==> src/sv/dnx_pkg.sv <==
`default_nettype none

package dnx_pkg;

  localparam int unsigned POS_W                 = 7;
  localparam logic [POS_W-1:0] POS_MAX          = 7'd127;
  localparam int unsigned IP6_HDR_BYTES         = 40;
  localparam int unsigned UDP_HDR_BYTES         = 8;
  localparam int unsigned DNS_HEADER_BYTES      = 12;
  localparam int unsigned LINK_HEADER_BYTES_DEF = 14;

  localparam logic [15:0] DNS_PORT_RST = 16'd53;
  localparam logic [7:0]  PTR_MIN      = 8'hC0;
  localparam logic [7:0]  CHAR_DOT     = 8'h2E;
  localparam logic [7:0]  CHAR_NL      = 8'h0A;

  localparam int unsigned FIFO_DEPTH = 4;
  localparam int unsigned PTR_W      = $clog2(FIFO_DEPTH);
  localparam int unsigned CNT_W      = PTR_W + 1;

  typedef enum logic [1:0] {
    PH_HEADER,
    PH_LENGTH,
    PH_LABEL,
    PH_DONE
  } phase_e;

  typedef struct packed {
    logic [7:0] frame_byte;
    logic       frame_end;
  } frame_word_t;

  typedef struct packed {
    logic [7:0] name_char;
    logic       name_done;
  } name_word_t;

endpackage

`default_nettype wire

==> src/sv/dnx_frame_if.sv <==
`default_nettype none

interface dnx_frame_if;
  import dnx_pkg::*;

  logic        valid;
  logic        ready;
  frame_word_t data;

  modport source (output valid, output data, input ready);
  modport sink   (input valid, input data, output ready);
endinterface

`default_nettype wire

==> src/sv/dnx_name_if.sv <==
`default_nettype none

interface dnx_name_if;
  import dnx_pkg::*;

  logic       valid;
  logic       ready;
  name_word_t data;

  modport source (output valid, output data, input ready);
  modport sink   (input valid, input data, output ready);
endinterface

`default_nettype wire

==> src/sv/dns_response_name_extractor.sv <==
// DNS response name extractor.
// frame_i takes one raw frame word per cycle while ready (byte plus end-of-frame
// flag); the Ethernet/IPv6/UDP layout is fixed, with the DNS message after the
// link header, IPv6 and UDP headers. Frames whose UDP destination port
// equals the configured port (cfg_we_i / cfg_data_i, reset 53) and whose
// DNS QR bit is set have their first question name streamed on name_o:
// label characters, '.' between labels, and a newline word with name_done
// set at the terminator or a compression pointer.
// Each accepted byte is decoded in the cycle it is taken and its results
// are registered in a 4-entry output queue that feeds name_o. Throughput is
// one byte per cycle while frame_i.ready is high; name_o drains one word
// per cycle while name_o.ready is high. A byte can yield two words (pointer
// after a label), so frame_i.ready drops while the queue holds more than two
// words, which also carries any stall from the receiver back to the source.
// Reset (rst_ni low) clears the frame state, empties the queue and restores
// the port register to 53. frame_end returns the frame state to its reset
// values after that byte is decoded.
`default_nettype none

module dns_response_name_extractor #(
  parameter int unsigned LINK_HEADER_BYTES = dnx_pkg::LINK_HEADER_BYTES_DEF
) (
  input  wire logic        clk_i,
  input  wire logic        rst_ni,
  input  wire logic        cfg_we_i,
  input  wire logic [15:0] cfg_data_i,
  dnx_frame_if.sink        frame_i,
  dnx_name_if.source       name_o
);
  import dnx_pkg::*;

  localparam int unsigned DNS_START = LINK_HEADER_BYTES + IP6_HDR_BYTES + UDP_HDR_BYTES;
  localparam logic [POS_W-1:0] DPORT_HI_POS =
    POS_W'(LINK_HEADER_BYTES + IP6_HDR_BYTES + 2);
  localparam logic [POS_W-1:0] DPORT_LO_POS =
    POS_W'(LINK_HEADER_BYTES + IP6_HDR_BYTES + 3);
  localparam logic [POS_W-1:0] FLAGS_POS = POS_W'(DNS_START + 2);
  localparam logic [POS_W-1:0] NAME_POS  = POS_W'(DNS_START + DNS_HEADER_BYTES);

  logic [15:0]      dns_port_q;
  logic [POS_W-1:0] pos_q, pos_d;
  logic [7:0]       port_hi_q, port_hi_d;
  logic             match_q, match_d;
  phase_e           phase_q, phase_d;
  logic [7:0]       left_q, left_d;
  logic             first_q, first_d;

  name_word_t       mem_q [FIFO_DEPTH];
  logic [PTR_W-1:0] wr_q, rd_q;
  logic [CNT_W-1:0] cnt_q;

  logic       accept, pop, do_len;
  logic       push_dot, push_nl, push_chr;
  logic [1:0] n_push;
  logic [7:0] b;
  name_word_t r0, r1;

  assign accept = frame_i.valid && frame_i.ready;
  assign pop    = name_o.valid && name_o.ready;
  assign b      = frame_i.data.frame_byte;

  assign frame_i.ready = cnt_q <= CNT_W'(FIFO_DEPTH - 2);
  assign name_o.valid  = cnt_q != '0;
  assign name_o.data   = mem_q[rd_q];

  always_comb begin
    pos_d     = pos_q;
    port_hi_d = port_hi_q;
    match_d   = match_q;
    phase_d   = phase_q;
    left_d    = left_q;
    first_d   = first_q;
    do_len    = 1'b0;
    push_dot  = 1'b0;
    push_nl   = 1'b0;
    push_chr  = 1'b0;
    if (accept) begin
      case (phase_q)
        PH_HEADER: begin
          if (pos_q == DPORT_HI_POS) port_hi_d = b;
          if (pos_q == DPORT_LO_POS && {port_hi_q, b} != dns_port_q) match_d = 1'b0;
          if (pos_q == FLAGS_POS && !b[7]) match_d = 1'b0;
          if (pos_q == NAME_POS) begin
            if (match_q) do_len = 1'b1;
            else phase_d = PH_DONE;
          end
          if (pos_q != POS_MAX) pos_d = pos_q + POS_W'(1);
        end
        PH_LENGTH: do_len = 1'b1;
        PH_LABEL: begin
          push_chr = 1'b1;
          if (left_q != '0) left_d = left_q - 8'd1;
          if (left_q <= 8'd1) begin
            first_d = 1'b0;
            phase_d = PH_LENGTH;
          end
        end
        default: ;
      endcase
      if (do_len) begin
        if (b == '0) begin
          push_nl = 1'b1;
          phase_d = PH_DONE;
        end else begin
          push_dot = !first_q;
          if (b >= PTR_MIN) begin
            push_nl = 1'b1;
            phase_d = PH_DONE;
          end else begin
            left_d  = b;
            phase_d = PH_LABEL;
          end
        end
      end
      if (frame_i.data.frame_end) begin
        pos_d     = '0;
        port_hi_d = '0;
        match_d   = 1'b1;
        phase_d   = PH_HEADER;
        left_d    = '0;
        first_d   = 1'b1;
      end
    end
  end

  always_comb begin
    n_push = 2'(push_dot) + 2'(push_nl) + 2'(push_chr);
    r0.name_char = push_dot ? CHAR_DOT : (push_nl ? CHAR_NL : b);
    r0.name_done = !push_dot && push_nl;
    r1.name_char = CHAR_NL;
    r1.name_done = 1'b1;
  end

  always_ff @(posedge clk_i or negedge rst_ni) begin
    if (!rst_ni) begin
      dns_port_q <= DNS_PORT_RST;
      pos_q      <= '0;
      port_hi_q  <= '0;
      match_q    <= 1'b1;
      phase_q    <= PH_HEADER;
      left_q     <= '0;
      first_q    <= 1'b1;
      wr_q       <= '0;
      rd_q       <= '0;
      cnt_q      <= '0;
    end else begin
      if (cfg_we_i) dns_port_q <= cfg_data_i;
      pos_q     <= pos_d;
      port_hi_q <= port_hi_d;
      match_q   <= match_d;
      phase_q   <= phase_d;
      left_q    <= left_d;
      first_q   <= first_d;
      wr_q      <= wr_q + PTR_W'(n_push);
      rd_q      <= rd_q + PTR_W'(pop);
      cnt_q     <= cnt_q + CNT_W'(n_push) - CNT_W'(pop);
    end
  end

  always_ff @(posedge clk_i) begin
    if (n_push != 2'd0) mem_q[wr_q] <= r0;
    if (n_push == 2'd2) mem_q[wr_q + PTR_W'(1)] <= r1;
  end

  // queue never overfills
  a_cnt_bound: assert property (@(posedge clk_i) disable iff (!rst_ni)
    cnt_q <= CNT_W'(FIFO_DEPTH))
    else $error("output queue overflow");

  // two words from one byte are always separator then closing newline
  a_pair: assert property (@(posedge clk_i) disable iff (!rst_ni)
    n_push == 2'd2 |-> push_dot && push_nl && !push_chr)
    else $error("bad word pair");

  // a label in progress always has characters left
  a_label_left: assert property (@(posedge clk_i) disable iff (!rst_ni)
    phase_q == PH_LABEL |-> left_q != '0)
    else $error("empty label in progress");

  // closing newline ends the name unless the frame ended on it
  a_done_after_nl: assert property (@(posedge clk_i) disable iff (!rst_ni)
    push_nl && !frame_i.data.frame_end |=> phase_q == PH_DONE)
    else $error("name not closed after newline");

  // no words emitted before the name offset is reached
  a_no_early: assert property (@(posedge clk_i) disable iff (!rst_ni)
    phase_q == PH_HEADER && pos_q != NAME_POS |-> n_push == 2'd0)
    else $error("word emitted in header");

endmodule

`default_nettype wire

==> src/flat_wrapper.sv <==
// flat-port wrapper written by rule: the top's interface ports become plain ports
module dns_response_name_extractor_flat import dnx_pkg::*;
#(
  parameter int unsigned LINK_HEADER_BYTES = dnx_pkg::LINK_HEADER_BYTES_DEF
)
  (clk_i, rst_ni, cfg_we_i, cfg_data_i, frame_i_valid, frame_i_data, frame_i_ready, name_o_valid, name_o_data, name_o_ready);
  dnx_frame_if frame_i_i ();
  dnx_name_if name_o_i ();
  input  wire logic clk_i;
  input  wire logic rst_ni;
  input  wire logic cfg_we_i;
  input  wire logic [15:0] cfg_data_i;
  input wire logic [$bits(frame_i_i.valid)-1:0] frame_i_valid;
  input wire logic [$bits(frame_i_i.data)-1:0] frame_i_data;
  output wire logic [$bits(frame_i_i.ready)-1:0] frame_i_ready;
  output wire logic [$bits(name_o_i.valid)-1:0] name_o_valid;
  output wire logic [$bits(name_o_i.data)-1:0] name_o_data;
  input wire logic [$bits(name_o_i.ready)-1:0] name_o_ready;
  assign frame_i_i.valid = frame_i_valid;
  assign frame_i_i.data = frame_i_data;
  assign frame_i_ready = frame_i_i.ready;
  assign name_o_valid = name_o_i.valid;
  assign name_o_data = name_o_i.data;
  assign name_o_i.ready = name_o_ready;
  dns_response_name_extractor #(.LINK_HEADER_BYTES(LINK_HEADER_BYTES)) u_core (.clk_i(clk_i), .rst_ni(rst_ni), .cfg_we_i(cfg_we_i), .cfg_data_i(cfg_data_i), .frame_i(frame_i_i), .name_o(name_o_i));
endmodule
==> config.mk <==
export PLATFORM = sky130hd
export DESIGN_NAME = dns_response_name_extractor_flat
export DESIGN_NICKNAME = d
export VERILOG_FILES = /design/src/sv/dnx_pkg.sv /design/src/sv/dnx_frame_if.sv /design/src/sv/dnx_name_if.sv /design/src/sv/dns_response_name_extractor.sv /design/src/flat_wrapper.sv
export SDC_FILE = /design/constraint.sdc
export NUM_CORES = 1
export LEC_CHECK = 0
export BUFFER_PORTS_ARGS = -buffer_cell sky130_fd_sc_hd__buf_4
export CAP_MARGIN = 20
export CORE_MARGIN = 2
export CORE_UTILIZATION = 52
export CTS_BUF_LIST = sky130_fd_sc_hd__clkbuf_8
export CTS_CLUSTER_DIAMETER = 80
export CTS_CLUSTER_SIZE = 30
export DETAILED_ROUTE_END_ITERATION = 10
export PLACE_DENSITY = 0.69
export SLEW_MARGIN = 20
export SYNTH_ARGS = -nofsm -noshare
export SYNTH_HDL_FRONTEND = slang
export SYNTH_SLANG_ARGS = --single-unit
==> constraint.sdc <==
create_clock -name clk_i -period 9.4 [get_ports clk_i]
set_input_delay 2.82 -clock clk_i [delete_from_list [all_inputs] [get_ports clk_i]]
set_output_delay 2.82 -clock clk_i [all_outputs]
set_load 0.01 [all_outputs]
## Word-level counts from Yosys, hierarchy flattened

Memory sizes are Yosys's and may differ from the RTL's.
Index checks and enable logic that the tools add are counted.

| storage, ports and cells | value |
|---|---|
| bits in registers | 50 |
| bits in writable memories | 36 |
| input bits | 30 |
| memories kept | 1 |

Memories:

| name | words | width | rd ports | clocked after Yosys merged registers in | write ports | RTL line | RTL |
|---|---|---|---|---|---|---|---|
| u_core.mem_q | 4 | 9 | 1 | 0 | 2 | dns_response_name_extractor.sv:48 | `name_word_t mem_q [FIFO_DEPTH];` |

| cells by class | value |
|---|---|
| add/subtract/negate cells | 9 |
| magnitude comparators | 3 |
| equal/unequal tests | 12 |
| muxes and demuxes | 46 |
| reduce and logical (&&, ||, !) cells | 25 |

Operators by type and width:

| kind | number |
|---|---|
| $mux 8 | 11 |
| $mux 1 | 24 |
| $mux 7 | 3 |
| $ne 16x16->1 | 1 |
| $eq 7x6->1 const B | 2 |
| $eq 7x7->1 const B | 2 |
| $mux 2 | 6 |
| $reduce_and 3->1 | 4 |
| $reduce_bool 2->1 | 6 |
| $ge 8x8->1 const B | 1 |
| $le 8x1->1 const B | 1 |
| $logic_not 8->1 | 1 |
| $ne 4x2->1 const B | 2 |
| $reduce_bool 8->1 | 1 |
| $sub 8x1->8 const B | 1 |
| $add 7x1->7 const B | 1 |
| $ne 7x7->1 const B | 1 |
| $reduce_bool 3->1 | 2 |
| $logic_and 1x1->1 | 5 |
| $reduce_and 5->1 | 1 |
| $add 2x1->2 | 2 |
| $eq 2x2->1 const B | 2 |
| $ne 4x4->1 const B | 1 |
| $pmux 2 s2 | 1 |
| 11 further kinds | 13 |

## Depth between registers and ports, before layout

Gate-level depths: netlist (run 1).

| logic depth | value |
|---|---|
| depth after elaboration | 11 |
| mapped depth | 12 |

## Least setup slack after synthesis (run 1)

No wires, ideal clock.

| path | value |
|---|---|
| path kind | input to register |
| start | input frame_i_data[1] |
| end | memory u_core.mem_q[0][3] (netlist name) |
| library setup time | 0.117 ns |
| data arrival time | 5.465 ns |
| path slack | 3.818 ns |
| stages | 10 |
| path buffers | 2 |
| path through | buf_2 -> nor4_1 -> and2_1 -> clkbuf_1 -> nor4b_1 -> fa_1 -> nor2_1 -> nor3_1 -> a21oi_1 -> a22o_1 |

RTL lines:

| item | RTL line | RTL |
|---|---|---|
| start, declared | flat_wrapper.sv:14 | `input wire logic [$bits(frame_i_i.data)-1:0] frame_i_data;` |
| end, declared | dns_response_name_extractor.sv:48 |  |

==> metrics.cfg, run 1 <==
[sta]
worst_pin_slew_ps = 869
period_minus_slack_ps = 5620
finClkSkew_ps = 14.3
maxSlewViolCount = 0
finalCritPeriodShare_pct = 59.7
timing.fmax_mhz = 178
final_hold_viol_count = 0
tns_ps = 0
finalSetupViolations = 0
rsz0062_at_grt = false
slew-limit-headroom_pct = 41.6

[route]
ant_nets = 0
vias = 3264
drt_iter0_drc = 264
detail_route.vias_per_cell = 6.16
dr.pass1.iters = 4
drcViolationCount = 0
wl_um = 9950
wl_per_cell_um = 18.8

[placement]
io_buffers = 40
dp.cells = 514
gp_congestion = 0.846
dpl.hpwl_um = 7090

[clock_network]
clk_pin_slew_ps = 100
htree_levels = 3
cts.sinks = 86
root_buffer = clkbuf_8
cts_setup_buffers = 0
clk_latency_ps = 360
clk_path_buf_depth = 2
numCtsBuffers = 9
cts_tree = done
hold_buffers = 0
ctsResizeCount = 0

[worst_setup_path]
required_ps = 9660
r2r_start = u_core.cnt_q[0]
cpMaxStageDelayCell = fa_1
slowest_delay_ps = 700
path_class = primary input to register
cp_top_family = simple AND/OR/NAND/NOR gates
cp.arrival_ps = 5880
timing.rr.end = u_core.mem_q[0][6]
worstPathCellList = buf_4 > nor4_1 > and2_1 > nor4b_1 > fa_1 > nor2_1 > nor3_1 > a21oi_1 > a22o_1
worstPathMaxFanout = 9
r2r_slack_ps = 5430
end_kind = register
crit_path_start_kind = primary input
critPathBufInv = 1
reg2reg_depth = 8

[final_layout]
final_nets = 464
post-route-util_pct = 60.3
drive_gt1_share_pct = 22.8
layout_commonest_cell = dfrtp_1
num_antenna_cells = 0
stdcell_count = 530
area_growth_pct = 13.5
mostFrequentLayoutCells = dfrtp_1, buf_4, dfxtp_1

[floorplanning]
die_h_um = 94.9
core_area_mm2 = 0.00809
die-area_mm2 = 0.00900
rows = 33
dieWidth_um = 94.9
io_pins = 41
initial_core_util_pct = 53.1

[power]
swShare_pct = 33.8
p_clk_share_pct = 28.8
comb_power_share_pct = 24.9
p_leak_nw = 2.04
pwr-share-seq_pct = 46.3
internal_power_uw = 684
p_sw_uw = 350
powerDensity_mw_per_mm2 = 212
total_power_mw = 1.03
ir_drop_v = 0.000128

[global_route]
grt_pass1_wl_um = 16900
overflow = 0
grt_max_degree = 51
grtUsageTotal_pct = 24.4
antenna_found_initial = 0
grt_pass1_vias = 3358

[synth]
yosysWarningCount = 0
synth_edf_count = 0
ys_ff_latch = 86
ys_types = 55
syn-cell-area_mm2 = 0.00430
ys_seq_area_share_pct = 46.1
avgSynthCellArea_um2 = 11.0
syn_nets = 433
synth_ff_type = dfrtp_1
ys_async_sr_fraction_pct = 58.1
syn-instance-count = 389

[min_path]
holdCritPathClass = register to register
worstHoldStart = u_core.mem_q[1][5]
hold_depth = 1
hold_end = u_core.mem_q[1][5]

[job]
drv_cap = 0

[outcome]
status = complete, no violations

==> flip-flops by register name (all words and copies together) (netlist names), 2 cells and up <==
signal and flops:
u_core.port_hi_q 8, u_core.left_q 8, u_core.mem_q 36, u_core.rd_q 2, u_core.cnt_q 3, u_core.wr_q 2, u_core.pos_q 7, u_core.dns_port_q 16
u_core.phase_q 2
==> power groups by stage <==
stage | Clock [mW] | Sequential, mW | Combinational, mW
2_1_floorplan | 0 | 0.450 | 0.209
3_3_place_gp | 0 | 0.485 | 0.251
3_5_place_dp | 0 | 0.487 | 0.254
4_1_cts | 0.302 | 0.480 | 0.257
5_1_grt | 0.317 | 0.489 | 0.288
6_report | 0.298 | 0.479 | 0.257
==> area by class of cell <==
cell class,instances,area (um^2)
multi-input cells,268,2180
well taps,105,131
clock buffers,9,124
clock inverters,7,108
repair buffers,40,300
inverters,15,56.3
flip-flops and latches,86,1980
fillers,710,3220
==> how the worst max path moves through the flow <==
stage / startpoint / end / slack (ps) / cells past startpoint
after global placement: frame_i_data[1] / u_core.mem_q[0][6] / 3590 / 9
after detailed placement: frame_i_data[5] / u_core.mem_q[0][6] / 3470 / 9
after global routing: frame_i_data[1] / u_core.mem_q[0][6] / 3530 / 9
after CTS: frame_i_data[1] / u_core.mem_q[0][6] / 3850 / 9
final: frame_i_data[5] / u_core.mem_q[0][6] / 3780 / 9
after floorplan: frame_i_data[1] / u_core.mem_q[0][3] / 3820 / 10
==> cell families after synthesis <==
kind of cell	count (synthesis)	share of synthesized area (%)
adders and majority gates	14	4.43
DFF	86	46.1
and+or+nand+nor	107	14.2
buffers and inverters	35	3.20
muxes	27	9.50
AOI/OAI and AO/OA	93	17.0
xor gates and xnor gates	27	5.51
==> cell usage after synthesis (3+ instances only) <==
master | number | share of area (%)
nor3_1 | 11 | 1.3
mux2_2 | 16 | 4.2
and2_1 | 4 | 0.58
o21ai_0 | 14 | 1.6
nand4_1 | 3 | 0.44
ha_1 | 12 | 3.5
buf_2 | 5 | 0.58
nand2_1 | 12 | 1.0
nand2b_1 | 4 | 0.58
dfxtp_1 | 36 | 17
nor2_1 | 26 | 2.3
nand3_1 | 6 | 0.70
nor4_1 | 13 | 1.9
o32a_1 | 8 | 1.9
dfstp_2 | 6 | 3.7
a21o_1 | 5 | 0.87
mux4_2 | 9 | 4.7
nor3b_1 | 3 | 0.52
xnor2_1 | 9 | 1.8
dfrtp_1 | 44 | 26
or3_1 | 6 | 0.87
clkbuf_1 | 14 | 1.2
xor2_1 | 18 | 3.7
a211oi_1 | 3 | 0.52
a22o_1 | 23 | 4.7
a21oi_1 | 13 | 1.5
inv_1 | 15 | 1.3
a32o_1 | 13 | 3.0
==> routing by layer <==
metal  up-vias  part of all wire, %  GRT usage [%]
li1       1528                    -              -
met1      1635                   48           35.6
met2        78                   46           36.3
met3        23                  3.7           3.75
met4         0                  2.3           10.3
met5         -                    0              0
==> stage by stage <==
step	instance area (um^2)	worst slack [ps]	hold slack [ps]
CTS	4880	3850	475
detailed placement	4650	3470	454
floorplan	4300	3820	437
global route	4880	3530	493
global placement	4650	3590	446
finish	4880	3780	474
Note: power is estimated with default switching activity, not from simulation.
==> run 2, diff against run 1 <==
--- a/config.mk
+++ b/config.mk
@@ -13,7 +13,7 @@
 export CTS_CLUSTER_DIAMETER = 80
 export CTS_CLUSTER_SIZE = 30
 export DETAILED_ROUTE_END_ITERATION = 10
-export PLACE_DENSITY = 0.69
+export PLACE_DENSITY = 0.72
 export SLEW_MARGIN = 20
 export SYNTH_ARGS = -nofsm -noshare
 export SYNTH_HDL_FRONTEND = slang
==> constraint.sdc (replaced) <==
create_clock -name clk_i -period 4.65 [get_ports clk_i]
set_input_delay 1.395 -clock clk_i [delete_from_list [all_inputs] [get_ports clk_i]]
set_output_delay 1.395 -clock clk_i [all_outputs]
set_load 0.01 [all_outputs]
==> run 2 against run 1 <==
Effect of this change:
- via count shrank 0.89%
- global-route usage shrank 0.85 points
- clock power grew 78%
- hold slack lost 4.4 ps
- register-to-register slack lost 4500 ps
- highest routed layer unchanged
- count of clock-buffer cells in the layout grew 1
- setup slack lost 3400 ps
- wire length shrank 1.6%
- cell area shrank 0.21%
- critical endpoint unchanged
- die area is the same
==> metrics.cfg, run 2 (same netlist as run 1, synthesis figures left out) <==
[floorplanning]
core_area_mm2 = 0.00809  ; unchanged
initial_core_util_pct = 53.1  ; unchanged
die_h_um = 94.9  ; unchanged
io_pins = 41  ; unchanged
dieWidth_um = 94.9  ; unchanged
rows = 33  ; unchanged
die-area_mm2 = 0.00900  ; unchanged

[route]
drcViolationCount = 0  ; unchanged
wl_per_cell_um = 18.4  ; -2.1%
dr.pass1.iters = 4  ; unchanged
drt_iter0_drc = 139  ; -47%
detail_route.vias_per_cell = 6.07  ; -1.4%
ant_nets = 0  ; unchanged
vias = 3235  ; -0.89%
wl_um = 9790  ; -1.6%

[global_route]
grt_max_degree = 51  ; unchanged
grt_pass1_vias = 3272  ; -2.6%
grt_pass1_wl_um = 16100  ; -4.5%
grtUsageTotal_pct = 23.6  ; -0.85 points
overflow = 0  ; unchanged
antenna_found_initial = 0  ; unchanged

[clock_network]
ctsResizeCount = 0  ; unchanged
clk_pin_slew_ps = 80  ; -20 ps
numCtsBuffers = 9  ; unchanged
clk_path_buf_depth = 2  ; unchanged
htree_levels = 3  ; unchanged
hold_buffers = 0  ; unchanged
clk_latency_ps = 350  ; about the same
cts_tree = done
root_buffer = clkbuf_8
cts.sinks = 86  ; unchanged
cts_setup_buffers = 0  ; unchanged

[worst_setup_path]
reg2reg_depth = 9  ; +1
path_class = primary input to register
r2r_slack_ps = 970  ; -4460 ps
timing.rr.end = u_core.mem_q[0][6]
end_kind = register
required_ps = 4900  ; -4760 ps
cp.arrival_ps = 4540  ; -1340 ps
worstPathMaxFanout = 9  ; unchanged
crit_path_start_kind = primary input
r2r_start = u_core.pos_q[0]

[placement]
io_buffers = 40  ; unchanged
dp.cells = 517  ; +0.58%
dpl.hpwl_um = 7190  ; +1.4%
placed_area_mm2 = 0.00467  ; +0.48%
gp_congestion = 0.873  ; +3.2%

[sta]
timing.fmax_mhz = 233
whs_ps = 469  ; -4.41 ps
rsz0062_at_grt = false
final_hold_viol_count = 0  ; unchanged
tns_ps = 0  ; unchanged
period_minus_slack_ps = 4290
finalCritPeriodShare_pct = 92.3
slew-limit-headroom_pct = 34.2  ; -7.4 points
worst_pin_slew_ps = 980  ; +111 ps
finalSetupViolations = 0  ; unchanged
maxSlewViolCount = 0  ; unchanged
finClkSkew_ps = 6.79  ; -7.55 ps

[final_layout]
regMostFlops = u_core.mem_q
largest_reg_flops = 36  ; unchanged
top_regs = u_core.mem_q x36, u_core.dns_port_q x16
mostFrequentLayoutCells = dfrtp_1, buf_4, dfxtp_1
area_growth_pct = 13.3
design_area_mm2 = 0.00487  ; -0.21%
final_nets = 467  ; +0.65%
layout_commonest_cell = dfrtp_1
post-route-util_pct = 60.1  ; -0.12 points
stdcell_count = 533  ; +0.57%
num_antenna_cells = 0  ; unchanged
drive_gt1_share_pct = 23.1  ; +0.31 points

[power]
p_leak_nw = 2.04  ; +0.11%
comb_power_share_pct = 26.1  ; +1.2 points
swShare_pct = 33.6  ; -0.20 points
pwr-share-seq_pct = 47.7  ; +1.4 points
ir_drop_v = 0.000238  ; +86%
powerDensity_mw_per_mm2 = 417  ; +97%
p_sw_uw = 682  ; +95%
p_clk_share_pct = 26.1  ; -2.7 points
internal_power_mw = 1.35  ; +97%

[min_path]
worstHoldStart = u_core.mem_q[3][7]
hold_depth = 1  ; unchanged
hold_end = u_core.mem_q[3][7]
holdCritPathClass = register to register

[outcome]
status = complete, no violations

[job]
drv_cap = 0  ; unchanged

[run 2: changes by cell type in the layout (fill, tap and decap cells not counted), sizes merged]
cell	delta
clkinv	-2
clkinvlp	+1
clkbuf	+1
bufinv	-1
buf	+3
inv	+1
[run 2: metal layers]
layer | wire [um] | share of wire (%) | up-vias | global-route usage [%]
met4 | 183 | 1.9 | 0 | 8.45
met3 | 382 | 3.9 | 13 | 3.83
met1 | 4460 | 46 | 1611 | 32.1
met2 | 4770 | 49 | 76 | 38.4
met5 | 0 | 0 | - | 0
li1 | - | - | 1535 | -
[run 2: stage by stage]
stage                     worst slack [ps]  power, mW
after detailed placement              42.4       1.51
after floorplan                        493       1.33
after global placement                 274       1.50
after CTS                              429       2.04
after global routing                   207       2.14
final                                  357       2.03
[run 2: power by group through the flow]
stage	Clock [mW]	Combinational, mW	Sequential (mW)
floorplan	0	0.423	0.909
global placement	0	0.516	0.980
detailed placement	0	0.527	0.983
CTS	0.540	0.532	0.968
global route	0.570	0.586	0.984
finish	0.530	0.530	0.968
[run 2: worst max-delay path by stage]
stage / from / endpoint / slack (ps) / cells after the start
2_1_floorplan: frame_i_data[1] / u_core.mem_q[0][3] / 490 / 10
3_3_place_gp: frame_i_data[1] / u_core.mem_q[0][3] / 270 / 9
3_5_place_dp: frame_i_data[1] / u_core.mem_q[0][6] / 40 / 9
4_1_cts: frame_i_data[1] / u_core.mem_q[0][6] / 430 / 9
5_1_grt: frame_i_data[1] / u_core.mem_q[0][3] / 210 / 9
6_report: frame_i_data[1] / u_core.mem_q[0][6] / 360 / 9
[run 2: area by class of cell]
cell class / instances / area (um^2)
Tap cell: 105 / 131
Clock buffer: 10 / 138
Multi-Input combinational cell: 268 / 2180
Fill cell: 707 / 3230
Clock inverter: 6 / 61.3
Inverter: 15 / 56.3
Timing Repair Buffer: 43 / 323
Sequential cell: 86 / 1980
[run 2: worst max-delay path: stages]
cell and delay (ps):
buf_4 150, nor4_1 360, and2_1 340, nor4b_1 160, fa_1 670, nor2_1 110
nor3_1 760, a21oi_1 290, a22o_1 310
==> run 3, diff against run 2 <==
--- a/config.mk
+++ b/config.mk
@@ -14,6 +14,8 @@
 export CTS_CLUSTER_SIZE = 30
 export DETAILED_ROUTE_END_ITERATION = 10
 export PLACE_DENSITY = 0.72
+export RECOVER_POWER = 50
+export SETUP_SLACK_MARGIN = 0.4
 export SLEW_MARGIN = 20
 export SYNTH_ARGS = -nofsm -noshare
 export SYNTH_HDL_FRONTEND = slang
==> run 3 against run 2 <==
Effect of this change:
- the flow now finishes with violations (max-capacitance violations, max-slew violations)
- count of clock-buffer cells in the layout did not move
- wire length is 0.59% higher
- global-route usage unchanged
- cell area unchanged
- critical path depth rose by 1
- critical endpoint is now u_core.mem_q[2][1]
- die area did not move
- clock power about the same
- sequential power about the same
- hold slack improved by 3.3 ps
- clock skew grew 2.7 ps
- fmax increased by 9.6%
- first-iteration DRC count is 31% higher
==> metrics.cfg, run 3 (same netlist as run 1, synthesis figures left out) <==
[route]
dr.pass1.iters = 4  ; unchanged
wl_per_cell_um = 18.5  ; +0.59%
drcViolationCount = 0  ; unchanged
detail_route.vias_per_cell = 6.08  ; +0.12%
drt_iter0_drc = 182  ; +31%
ant_nets = 0  ; unchanged
wl_um = 9850  ; +0.59%
met2_length_um = 4790  ; +0.46%
wl_met3_um = 378  ; -1.0%
vias = 3239  ; +0.12%
wl_met1_um = 4500  ; +0.90%
topRoutingLayerUsed = met4

[sta]
tns_ps = 0  ; unchanged
maxSlewViolCount = 51  ; +51
slew-limit-headroom_pct = -79.1  ; -110 points
finalSetupViolations = 0  ; unchanged
finalCritPeriodShare_pct = 84.3  ; -8.1 points
final_hold_viol_count = 0  ; unchanged
period_minus_slack_ps = 3920  ; -375 ps
worst_pin_slew_ps = 2690  ; +1710 ps
timing.fmax_mhz = 255  ; +9.6%
whs_ps = 472  ; +3.26 ps
fin_ws_ps = 732  ; +375 ps
rsz0062_at_grt = false
finClkSkew_ps = 9.47  ; +2.68 ps

[clock_network]
ctsResizeCount = 0  ; unchanged
root_buffer = clkbuf_8
clk_path_buf_depth = 2  ; unchanged
cts.sinks = 86  ; unchanged
hold_buffers = 0  ; unchanged
htree_levels = 3  ; unchanged
clk_pin_slew_ps = 80  ; about the same
cts_tree = done
numCtsBuffers = 9  ; unchanged
clk_latency_ps = 350  ; about the same
cts_setup_buffers = 0  ; unchanged

[floorplanning]
dieWidth_um = 94.9  ; unchanged
io_pins = 41  ; unchanged
initial_core_util_pct = 53.1  ; unchanged
die-area_mm2 = 0.00900  ; unchanged
die_h_um = 94.9  ; unchanged
rows = 33  ; unchanged
core_area_mm2 = 0.00809  ; unchanged

[global_route]
grt_max_degree = 51  ; unchanged
grt_pass1_wl_um = 16100  ; unchanged
antenna_found_initial = 0  ; unchanged
grtUsageTotal_pct = 23.6  ; unchanged
grt_pass1_vias = 3272  ; unchanged
overflow = 0  ; unchanged

[worst_setup_path]
crit_end = u_core.mem_q[2][1]
timing.critical_path.mode_cell = buf_4
slowest_delay_ps = 590  ; -170 ps
end_kind = register
r2r_slack_ps = 1240  ; +270 ps
path_class = primary input to register
worstPathMaxFanout = 8  ; -1
cp_top_family = simple AND/OR/NAND/NOR gates
cp.arrival_ps = 4210  ; -330 ps
required_ps = 4950  ; +50 ps
cpMaxStageDelayCell = fa_1
crit_path_start_kind = primary input
r2r_start = u_core.pos_q[0]
cp.depth = 10  ; +1
critPathBufInv = 2  ; +1
reg2reg_depth = 11  ; +2
worstPathCellList = buf_4 > nor4_1 > and2_1 > nor4b_2 > fa_1 > nor2_1 > nor3_1 > buf_4 > a21oi_1 > a22o_1
startpoint = frame_i_data[1]
timing.rr.end = u_core.mem_q[2][1]

[placement]
dpl.hpwl_um = 7190  ; unchanged
gp_congestion = 0.873  ; unchanged
pre_cts_ws_ps = 42.4  ; unchanged
io_buffers = 40  ; unchanged

[final_layout]
mostFrequentLayoutCells = dfrtp_1, buf_4, dfxtp_1
regArea_mm2 = 0.00198  ; unchanged
post-route-util_pct = 60.1  ; unchanged
area_growth_pct = 13.3  ; unchanged
multi_input_area_mm2 = 0.00219  ; +0.52%
regMostFlops = u_core.mem_q
drive_gt1_share_pct = 22.9  ; -0.23 points
top_regs = u_core.mem_q x36, u_core.dns_port_q x16
fill_cells = 711  ; +0.57%
largest_reg_flops = 36  ; unchanged
num_antenna_cells = 0  ; unchanged
final_nets = 467  ; unchanged
layout_commonest_cell = dfrtp_1

[min_path]
hold_depth = 1  ; unchanged
holdCritPathClass = register to register

[job]
drv_cap = 1  ; +1

[power]
powerDensity_mw_per_mm2 = 417  ; about the same
p_leak_nw = 2.04  ; -0.33%
ir_drop_v = 0.000237  ; -0.57%

[outcome]
violations = max-capacitance violations, max-slew violations
status = finished with violations

==> run 3: changes by cell type in the layout (fill, tap and decap cells not counted) <==
cell / delta
and2_0: +1
and2_1: -1
buf_4: -4
clkbuf_1: +3
clkbuf_4: +1
nor3_1: -1
nor3_2: +1
nor4b_1: -1
nor4b_2: +1
==> run 3: worst min path at each step <==
| stage | from | to | slack (ps) |
|---|---|---|---|
| 2_1_floorplan | u_core.mem_q[3][1] | u_core.mem_q[3][1] | 440 |
| 3_3_place_gp | u_core.mem_q[3][8] | u_core.mem_q[3][8] | 450 |
| 3_5_place_dp | u_core.mem_q[3][1] | u_core.mem_q[3][1] | 450 |
| 4_1_cts | u_core.mem_q[3][1] | u_core.mem_q[3][1] | 470 |
| 5_1_grt | u_core.mem_q[3][1] | u_core.mem_q[3][1] | 480 |
| 6_report | u_core.mem_q[3][7] | u_core.mem_q[3][7] | 470 |
==> run 3: metal layers <==
layer | up-vias | GRT usage, %
met3 | 12 | 3.83
met1 | 1619 | 32.1
li1 | 1536 | -
met2 | 72 | 38.4
met5 | - | 0
met4 | 0 | 8.45
==> run 3: area by class of cell <==
class / instances / share of cell area [%]
Tap cell: 105 / 2.70
Clock buffer: 10 / 2.83
Timing Repair Buffer: 43 / 6.40
Clock inverter: 6 / 1.26
Sequential cell: 86 / 40.7
Inverter: 15 / 1.16
Multi-Input combinational cell: 268 / 45.0
==> run 3: power by group <==
group	switching, mW	leakage, nW	internal [mW]	total (mW)
clock network	0.270	0.104	0.261	0.531
registers	0.134	0.924	0.834	0.968
logic	0.281	1.01	0.249	0.530
total	0.685	2.04	1.34	2.03
==> run 3: metrics by stage <==
stage | power, mW | area, um^2 | cells
CTS | 2.04 | 4870 | 533
global route | 2.14 | 4870 | 533
global placement | 1.50 | 4670 | 517
detailed placement | 1.51 | 4670 | 517
floorplan | 1.33 | 4300 | 389
finish | 2.03 | 4870 | 533
